File: src/rtl/gray_encoder_delta_tracker_defines.svh
// Assertion macros shared by the encoder delta tracker RTL.
`ifndef GRAY_ENCODER_DELTA_TRACKER_DEFINES_SVH
`define GRAY_ENCODER_DELTA_TRACKER_DEFINES_SVH

// Check cons in the cycle after ante; expects clk and rst in scope.
`define GEDT_CHECK_NEXT(lbl, ante, cons, msg) \
  lbl: assert property (@(posedge clk) disable iff (rst) (ante) |=> (cons)) \
    else $error(msg);

// Check cons in the same cycle as ante; expects clk and rst in scope.
`define GEDT_CHECK_NOW(lbl, ante, cons, msg) \
  lbl: assert property (@(posedge clk) disable iff (rst) (ante) |-> (cons)) \
    else $error(msg);

`endif

File: src/rtl/gedt_pkg.sv
// Package: constants, request codes and Gray decode for the encoder delta tracker.
`timescale 1ns / 1ps

package gedt_pkg;

  localparam int MAX_BITS_DEFAULT = 16;

  localparam int WORD_W  = 16;
  localparam int TIME_W  = 32;
  localparam int ACC_W   = 32;
  localparam int RES_W   = 5;

  localparam logic [RES_W-1:0] RES_RESET = 5'd12;

  typedef enum logic {
    REQ_SAMPLE = 1'b0,
    REQ_TICK   = 1'b1
  } req_t;

  // Each binary bit is the XOR of the Gray bits at and above it.
  function automatic logic [WORD_W-1:0] gray_to_bin(input logic [WORD_W-1:0] g);
    logic [WORD_W-1:0] b;
    for (int i = 0; i < WORD_W; i++) begin
      b[i] = ^(g >> i);
    end
    return b;
  endfunction

endpackage

File: src/rtl/gray_encoder_delta_tracker.sv
// Top level: Gray absolute encoder position decoder with delta accumulation.
`timescale 1ns / 1ps
// An accepted input item has its result item in the output register in the cycle after it is taken.
// Throughput: 1 item per cycle; the state update (decode, subtract, fold, 32-bit add)
//   sits in one combinational stage. A result held by m_axis_tready low blocks the input;
//   a new item enters in the same cycle the waiting result drains.
// Reset (rst, synchronous, active high): position, accumulator, delta, total, tick time
//   and interval clear to zero, resolution returns to 12 bits, output goes invalid.

`include "gray_encoder_delta_tracker_defines.svh"

module gray_encoder_delta_tracker #(
  parameter int MAX_BITS = gedt_pkg::MAX_BITS_DEFAULT
) (
  input  logic         clk,
  input  logic         rst,

  // configuration: resolution_bits
  input  logic         cfg_valid,
  output logic         cfg_ready,
  input  logic [4:0]   cfg_data,

  // input items
  input  logic         s_axis_tvalid,
  output logic         s_axis_tready,
  input  logic [47:0]  s_axis_tdata,   // [15:0] gray_word, [47:16] now_us
  input  logic         s_axis_tuser,   // [0] req_type

  // result items
  output logic         m_axis_tvalid,
  input  logic         m_axis_tready,
  output logic [127:0] m_axis_tdata    // [15:0] position, [31:16] step_delta,
                                       // [63:32] tick_delta, [95:64] total_counts,
                                       // [127:96] interval_us
);

  // step arithmetic: DW bits hold a masked difference, SW bits hold the folded step
  localparam int DW = MAX_BITS;
  localparam int SW = MAX_BITS + 1;

  // ---------------------------------------------------------------------------
  // State
  // ---------------------------------------------------------------------------
  logic [gedt_pkg::RES_W-1:0]  resolution_bits;
  logic [gedt_pkg::WORD_W-1:0] last_position;
  logic                        primed;
  logic [gedt_pkg::ACC_W-1:0]  pending_delta;
  logic [gedt_pkg::ACC_W-1:0]  latched_delta;
  logic [gedt_pkg::ACC_W-1:0]  count_total;
  logic [gedt_pkg::TIME_W-1:0] last_tick_time;
  logic [gedt_pkg::TIME_W-1:0] last_interval;

  logic [127:0] out_data;
  logic         out_valid;

  // ---------------------------------------------------------------------------
  // Handshakes
  // ---------------------------------------------------------------------------
  logic in_accept;

  assign cfg_ready     = 1'b1;
  // take a new item whenever the output register is empty or drains this cycle
  assign s_axis_tready = !out_valid || m_axis_tready;
  assign in_accept     = s_axis_tvalid && s_axis_tready;

  // ---------------------------------------------------------------------------
  // Input unpack
  // ---------------------------------------------------------------------------
  gedt_pkg::req_t              req_type;
  logic [gedt_pkg::WORD_W-1:0] gray_word;
  logic [gedt_pkg::TIME_W-1:0] now_us;

  assign req_type  = gedt_pkg::req_t'(s_axis_tuser);
  assign gray_word = s_axis_tdata[15:0];
  assign now_us    = s_axis_tdata[47:16];

  // ---------------------------------------------------------------------------
  // Effective resolution: zero acts as one, values above MAX_BITS clamp
  // ---------------------------------------------------------------------------
  logic [gedt_pkg::RES_W-1:0] eff_bits;

  always_comb begin
    if (resolution_bits == '0) begin
      eff_bits = gedt_pkg::RES_W'(1);
    end else if ({1'b0, resolution_bits} > 6'(MAX_BITS)) begin
      eff_bits = gedt_pkg::RES_W'(MAX_BITS);
    end else begin
      eff_bits = resolution_bits;
    end
  end

  // counts per revolution, its half and the wrap mask
  logic [SW-1:0] cpr;
  logic [SW-1:0] cpr_half;
  logic [DW-1:0] mask_d;
  logic [31:0]   mask_32;

  assign cpr      = SW'(1) << eff_bits;
  assign cpr_half = cpr >> 1;
  assign mask_d   = DW'(cpr - SW'(1));
  assign mask_32  = 32'(mask_d);

  // ---------------------------------------------------------------------------
  // Sample path: decode, wrapped difference, fold into the signed range
  // ---------------------------------------------------------------------------
  logic [gedt_pkg::WORD_W-1:0] pos;
  logic [31:0]                 diff_full;
  logic [DW-1:0]               diff;
  logic signed [SW-1:0]        step_s;
  logic [31:0]                 step_32;

  assign pos       = gedt_pkg::gray_to_bin(gray_word & mask_32[15:0]);
  assign diff_full = 32'(pos) - 32'(last_position);
  assign diff      = diff_full[DW-1:0] & mask_d;

  always_comb begin
    // upper half of the circle reads as a backward step
    if ((diff & cpr_half[DW-1:0]) != '0) begin
      step_s = signed'({1'b0, diff} - cpr);
    end else begin
      step_s = signed'({1'b0, diff});
    end
  end

  // first sample after reset only sets the position
  assign step_32 = primed ? 32'(step_s) : 32'd0;

  // ---------------------------------------------------------------------------
  // Next state
  // ---------------------------------------------------------------------------
  logic [gedt_pkg::WORD_W-1:0] last_position_next;
  logic                        primed_next;
  logic [gedt_pkg::ACC_W-1:0]  pending_delta_next;
  logic [gedt_pkg::ACC_W-1:0]  latched_delta_next;
  logic [gedt_pkg::ACC_W-1:0]  count_total_next;
  logic [gedt_pkg::TIME_W-1:0] last_tick_time_next;
  logic [gedt_pkg::TIME_W-1:0] last_interval_next;
  logic [15:0]                 step_field;

  always_comb begin
    last_position_next  = last_position;
    primed_next         = primed;
    pending_delta_next  = pending_delta;
    latched_delta_next  = latched_delta;
    count_total_next    = count_total;
    last_tick_time_next = last_tick_time;
    last_interval_next  = last_interval;
    step_field          = '0;
    case (req_type)
      gedt_pkg::REQ_SAMPLE: begin
        last_position_next = pos;
        primed_next        = 1'b1;
        pending_delta_next = pending_delta + step_32;
        step_field         = step_32[15:0];
      end
      gedt_pkg::REQ_TICK: begin
        // latch the accumulator, fold it into the total, restart accumulation
        last_interval_next  = now_us - last_tick_time;
        last_tick_time_next = now_us;
        latched_delta_next  = pending_delta;
        count_total_next    = count_total + pending_delta;
        pending_delta_next  = '0;
      end
      default: begin
        step_field = '0;
      end
    endcase
  end

  // ---------------------------------------------------------------------------
  // Registers
  // ---------------------------------------------------------------------------
  always_ff @(posedge clk) begin
    if (rst) begin
      resolution_bits <= gedt_pkg::RES_RESET;
      last_position   <= '0;
      primed          <= 1'b0;
      pending_delta   <= '0;
      latched_delta   <= '0;
      count_total     <= '0;
      last_tick_time  <= '0;
      last_interval   <= '0;
      out_valid       <= 1'b0;
    end else begin
      if (cfg_valid && cfg_ready) begin
        resolution_bits <= cfg_data;
      end
      if (in_accept) begin
        last_position  <= last_position_next;
        primed         <= primed_next;
        pending_delta  <= pending_delta_next;
        latched_delta  <= latched_delta_next;
        count_total    <= count_total_next;
        last_tick_time <= last_tick_time_next;
        last_interval  <= last_interval_next;
        out_valid      <= 1'b1;
      end else if (m_axis_tready) begin
        // drop the result once taken
        out_valid <= 1'b0;
      end
    end
  end

  // result payload: hold while stalled, load on accept
  always_ff @(posedge clk) begin
    if (in_accept) begin
      out_data <= {last_interval_next, count_total_next, latched_delta_next,
                   step_field, last_position_next};
    end
  end

  assign m_axis_tvalid = out_valid;
  assign m_axis_tdata  = out_data;

  // ---------------------------------------------------------------------------
  // Assertions
  // ---------------------------------------------------------------------------
  `GEDT_CHECK_NOW(a_unprimed_no_pending, !primed, pending_delta == '0,
    "accumulator nonzero before first sample")
  `GEDT_CHECK_NEXT(a_tick_clears, in_accept && s_axis_tuser == gedt_pkg::REQ_TICK,
    pending_delta == '0 && latched_delta == m_axis_tdata[63:32],
    "tick did not latch and clear the accumulator")
  `GEDT_CHECK_NEXT(a_tick_total, in_accept && s_axis_tuser == gedt_pkg::REQ_TICK,
    m_axis_tdata[95:64] == $past(count_total) + $past(pending_delta),
    "tick total mismatch")
  `GEDT_CHECK_NEXT(a_first_sample_zero,
    in_accept && s_axis_tuser == gedt_pkg::REQ_SAMPLE && !primed,
    m_axis_tdata[31:16] == '0 && primed && pending_delta == $past(pending_delta),
    "first sample produced a step")

endmodule
File: config.mk
export PLATFORM = sky130hd
export DESIGN_NAME = gray_encoder_delta_tracker
export DESIGN_NICKNAME = d
export VERILOG_FILES = /design/src/rtl/gedt_pkg.sv /design/src/rtl/gray_encoder_delta_tracker.sv
export VERILOG_INCLUDE_DIRS = /design/src /design/src/rtl
export SDC_FILE = /design/constraint.sdc
export NUM_CORES = 1
export LEC_CHECK = 0
export ABC_AREA = 1
export BUFFER_PORTS_ARGS = -buffer_cell sky130_fd_sc_hd__buf_2
export CORE_ASPECT_RATIO = 1.1
export CORE_UTILIZATION = 25
export DETAILED_ROUTE_END_ITERATION = 8
export PLACE_DENSITY = 0.42
export SLEW_MARGIN = 15
export SYNTH_ARGS = -nofsm -noshare
export SYNTH_HDL_FRONTEND = slang
export SYNTH_SLANG_ARGS = --single-unit
export TNS_END_PERCENT = 10
File: constraint.sdc
create_clock -name clk -period 8.9 [get_ports clk]
set_input_delay 0 -clock clk [delete_from_list [all_inputs] [get_ports clk]]
set_output_delay 0 -clock clk [all_outputs]
set_load 0.01 [all_outputs]
==> results.env <==
OUTCOME='complete, no violations'
MAPPEDNETLISTAREA_SQ_UM=19200
TOTAL_SWITCHING_POWER_W=0.00249
GRT_REMAINING_OVERFLOW=0
FIN_SKEW_NS=0.0244
HOLD_VIOLATIONS=0
SYN_AVG_CELL_AREA_SQ_UM=7.65
HOLD_PATH_STARTPOINT='s_axis_tdata[14]'
SLEW_HEADROOM_PCT=31.1
INITIAL_CELL_DENSITY_OF_THE_CORE_PCT=25.3
FP.DIEAREA_SQ_UM=77700
CRIT_PATH_CATEGORY='flip-flop to flip-flop'
POWER.DENSITY_CELL_AREA_nW_PER_UM2=264
GROUTE.USAGE.OVERALL_PCT=15.7
SETUP_VIOL=0
SEQ_POWER_SHARE_PCT=28.3
TIMING.FMAX_GHz=0.122
MAXIMUM_NUMBER_OF_PINS_ON_ONE_NET_BEFORE_GLOBAL_ROUTE_REPAIR=88
YOSYS_WARNINGS=0
YOSYS.AREA.TOP_TYPE='edfxtp_1'
WORST_SETUP_PATH_START_KIND='flip-flop'
PWR-SHARE-COMB_PCT=45.4
POSTROUTEANTENNANETS=0
FINALCRITICALPERIOD_NS=8.17
DRCVIOLATIONCOUNT=0
CTS.ROOT.BUFFER_CELL='clkbuf_16'
MOST_COMMON_CELL_IN_THE_NETLIST='nand2_1'
CP.REQUIRED_NS=9.29
AREA_GROWTH_PCT=20.1
FIRST_ITER_VIOLATIONS=757
FIRSTDRTPASSITERS=5
DRT_WL_TOTAL_MM=62.1
POST_DRT_WL_PER_CELL_UM=16.5
POST_ROUTE_CELLS_DRIVE_ABOVE_1_SHARE_PCT=12.8
CELLLEAKAGEPOWER_nW=10.3
ENDPOINT_TYPE_OF_THE_WORST_SETUP_PATH='flip-flop'
GLOBAL_ROUTE_WIRE_LENGTH_BEFORE_REPAIR_MM=94.9
DIE_H_UM=292
CTS.REPORTEDPATHS.CLKPINSLEW_NS=0.06
YOSYSSEQAREASHARE_PCT=39.2
FINAL_CORE_UTIL_PCT=30.3
SHARE_OF_YOSYS_CELL_AREA_CLAIMED_BY_THE_TOP_AREA_CELL_TYPE_PCT=20.1
SITE_ROWS=106
WORST_MAX_SLEW_PIN_SLEW_NS=1.03
DIE_X_UM=266
TOTAL_CLOCK_SINKS=311
GRT_PASS1_VIAS=16416
VDD.IR_DROP.WORST_V=0.000143
COUNT_OF_MAPPED_CELLS_OUT_OF_SYNTHESIS=2503
CTS_MADE_BUFFERS=40
GLOBALPLACE.CONGESTION=0.890
FINALNETCOUNT=2891
TOTAL_POWER_W=0.00607
CLOCK_LATENCY_NS=0.56
CTS_TREE='yes'
FIN_SETUP_TNS_NS=0
CRITPATHMOSTFREQUENTCELL='nand2_1'
POWER.SWITCHING_FRACTION_PCT=41.0
ROUTED-VIA-COUNT=17048
ASYNC_FLOP_SHARE_PCT=0
PLACEABLECOREAREA_SQ_UM=75900
PORT-BUFFER-COUNT=188
FINALMAXSLEWVIOLATIONS=0
N_ANTENNA_CELL=0
POWER_FRAC_CLOCK_PCT=26.3
MAXCAPVIOLATIONS=0
SYNTH_SEQ_CELLS=311
NUMBER_OF_ANTENNA_VIOLATIONS_AT_THE_FIRST_CHECK_IN_GLOBAL_ROUTING=2
AVGVIACOUNTPERCELL=4.53
R2R-START='resolution_bits[4]$_SDFFE_PP0P_'
SYNTH.DISTINCT_CELLS=56
CRIT_PATH_MAX_FANOUT=7
WORST-ENDPOINT-ARRIVAL_NS=8.57
IO-PIN-COUNT=190
INTPOWER_W=0.00358
FINAL_MIN_PERIOD_OVER_CLOCK_PERIOD_PCT=91.8
CLOCKBUFFERDEPTH=3
MIN_DELAY_WORST_TYPE='input pin to flip-flop'
STARTPOINT='resolution_bits[4]$_SDFFE_PP0P_'
CP_SLOWEST_STAGE_DELAY_NS=0.46
TIMING.CRITICAL_PATH.SLOWEST_STAGE_CELL='fa_1'
SYNTH_ENABLE_FLOP_CELLS=128
YS.FLOP_TYPE='dfxtp_1'
HPWLAFTERDP_MM=46.6
RSZ_0062_RAISED_AFTER_GLOBAL_ROUTING='no'
SYNTH.TOP_CELLS.BY_AREA='edfxtp_1, dfxtp_1, nand2_1'
CTSHTREEMAXLEVEL=2
POST_SYNTH_MOST_FREQUENT_CELLS='nand2_1, inv_1, a21oi_1'
[cell type report]
type	count	area (sq um)
fill	8183	52900
multi-input combinational	1735	10000
sequential	311	7510
timing repair buffer	249	1540
inverter	368	1390
tap	1026	1280
clock buffer	53	1120
clock inverter	18	151
[critical path: cells and delay by family, from the launching register on]
kind	cells	cell delay [ns]
compound gates	10	1.56
xor+xnor	3	0.77
fa+ha+maj	5	1.58
buf+inv	3	0.21
flops	1	0.44
simple gates	31	3.44
[layer usage]
layer | vias to the layer above | GRT usage (%) | wire length, um
met1 | 7845 | 19.9 | 27900
li1 | 8775 | - | -
met3 | 95 | 2.51 | 2580
met4 | 2 | 5.54 | 1980
met5 | - | 0 | 10
met2 | 331 | 26.9 | 29700
[power by group through the flow]
| stage | combinational [W] | clock (W) | sequential, W |
|---|---|---|---|
| 2_1_floorplan | 0.00195 | 0 | 0.00176 |
| 3_3_place_gp | 0.00273 | 0 | 0.00175 |
| 3_5_place_dp | 0.00271 | 0 | 0.00175 |
| 4_1_cts | 0.00274 | 0.00166 | 0.00172 |
| 5_1_grt | 0.00310 | 0.00171 | 0.00173 |
| 6_report | 0.00276 | 0.00159 | 0.00172 |
[metrics by stage]
step	instances	cell area (sq um)	hold WS (ns)	setup WS, ns
after floorplan	2505	19200	0.112	1.61
after global placement	3639	21100	0.220	0.421
after detailed placement	3639	21100	0.225	0.318
after CTS	3759	22900	0.00254	0.276
after global routing	3760	23000	0.0371	0.00347
final	3760	23000	0.0297	0.727
[placed cells by master (no fill, tap or decap), types with 8 or more instances in the layout]
| master | instances |
|---|---|
| dlygate4sd3_1 | 49 |
| or2_2 | 24 |
| o21bai_1 | 9 |
| o21a_1 | 11 |
| nor3_1 | 22 |
| nand4_1 | 16 |
| clkbuf_16 | 41 |
| o21ai_0 | 250 |
| o211ai_1 | 48 |
| nor2_2 | 10 |
| nor2_1 | 127 |
| nand2_2 | 10 |
| xnor2_1 | 46 |
| inv_1 | 360 |
| nand2_1 | 482 |
| dfxtp_1 | 180 |
| nor4_1 | 14 |
| edfxtp_1 | 128 |
| xor2_1 | 56 |
| ha_1 | 123 |
| clkinv_2 | 9 |
| nand3_1 | 97 |
| buf_2 | 187 |
| buf_4 | 11 |
| a21oi_1 | 272 |
| a21o_1 | 10 |
| a31oi_1 | 31 |
| xor2_2 | 8 |
| o21ai_1 | 8 |
[sequential cells by signal (all words and copies together) (netlist names)]
| signal | count |
|---|---|
| m_axis_tvalid | 1 |
| count_total | 32 |
| last_position | 16 |
| latched_delta | 32 |
| last_interval | 32 |
| primed | 1 |
| resolution_bits | 5 |
| last_tick_time | 32 |
| pending_delta | 32 |
| m_axis_tdata | 128 |
[kinds of logic (layout without fill, tap and decap cells)]
| family | count (synthesis) | in the layout | synth area share (%) |
|---|---|---|---|
| simple gates | 820 | 820 | 18.2 |
| compound gates | 669 | 669 | 19.2 |
| buf+inv | 459 | 688 | 9.09 |
| flops | 311 | 311 | 39.2 |
| fa+ha+maj | 127 | 127 | 8.45 |
| xor+xnor | 116 | 116 | 5.91 |
| other cells | 1 | 3 | 0.0196 |
[worst paths after layout]
kind                                          to  depth (start not counted)  slack [ns]
setup / recovery  pending_delta[30]$_SDFFE_PP0P_                         52        0.73
setup reg to reg  pending_delta[30]$_SDFFE_PP0P_                         52        0.73
hold reg to reg   latched_delta[16]$_SDFFE_PP0P_                          2        0.45
hold / removal    last_position[14]$_SDFFE_PP0P_                          5        0.03
[repair_timing]
item / in CTS / in global routing
hold endpoints to repair: 41 / 0
setup endpoints to repair: 0 / 17
gates resized for setup: 0 / 24
hold buffers: 49 / 0
setup buffers: 0 / 1
No activity file was read; power rests on OpenSTA's default activity.
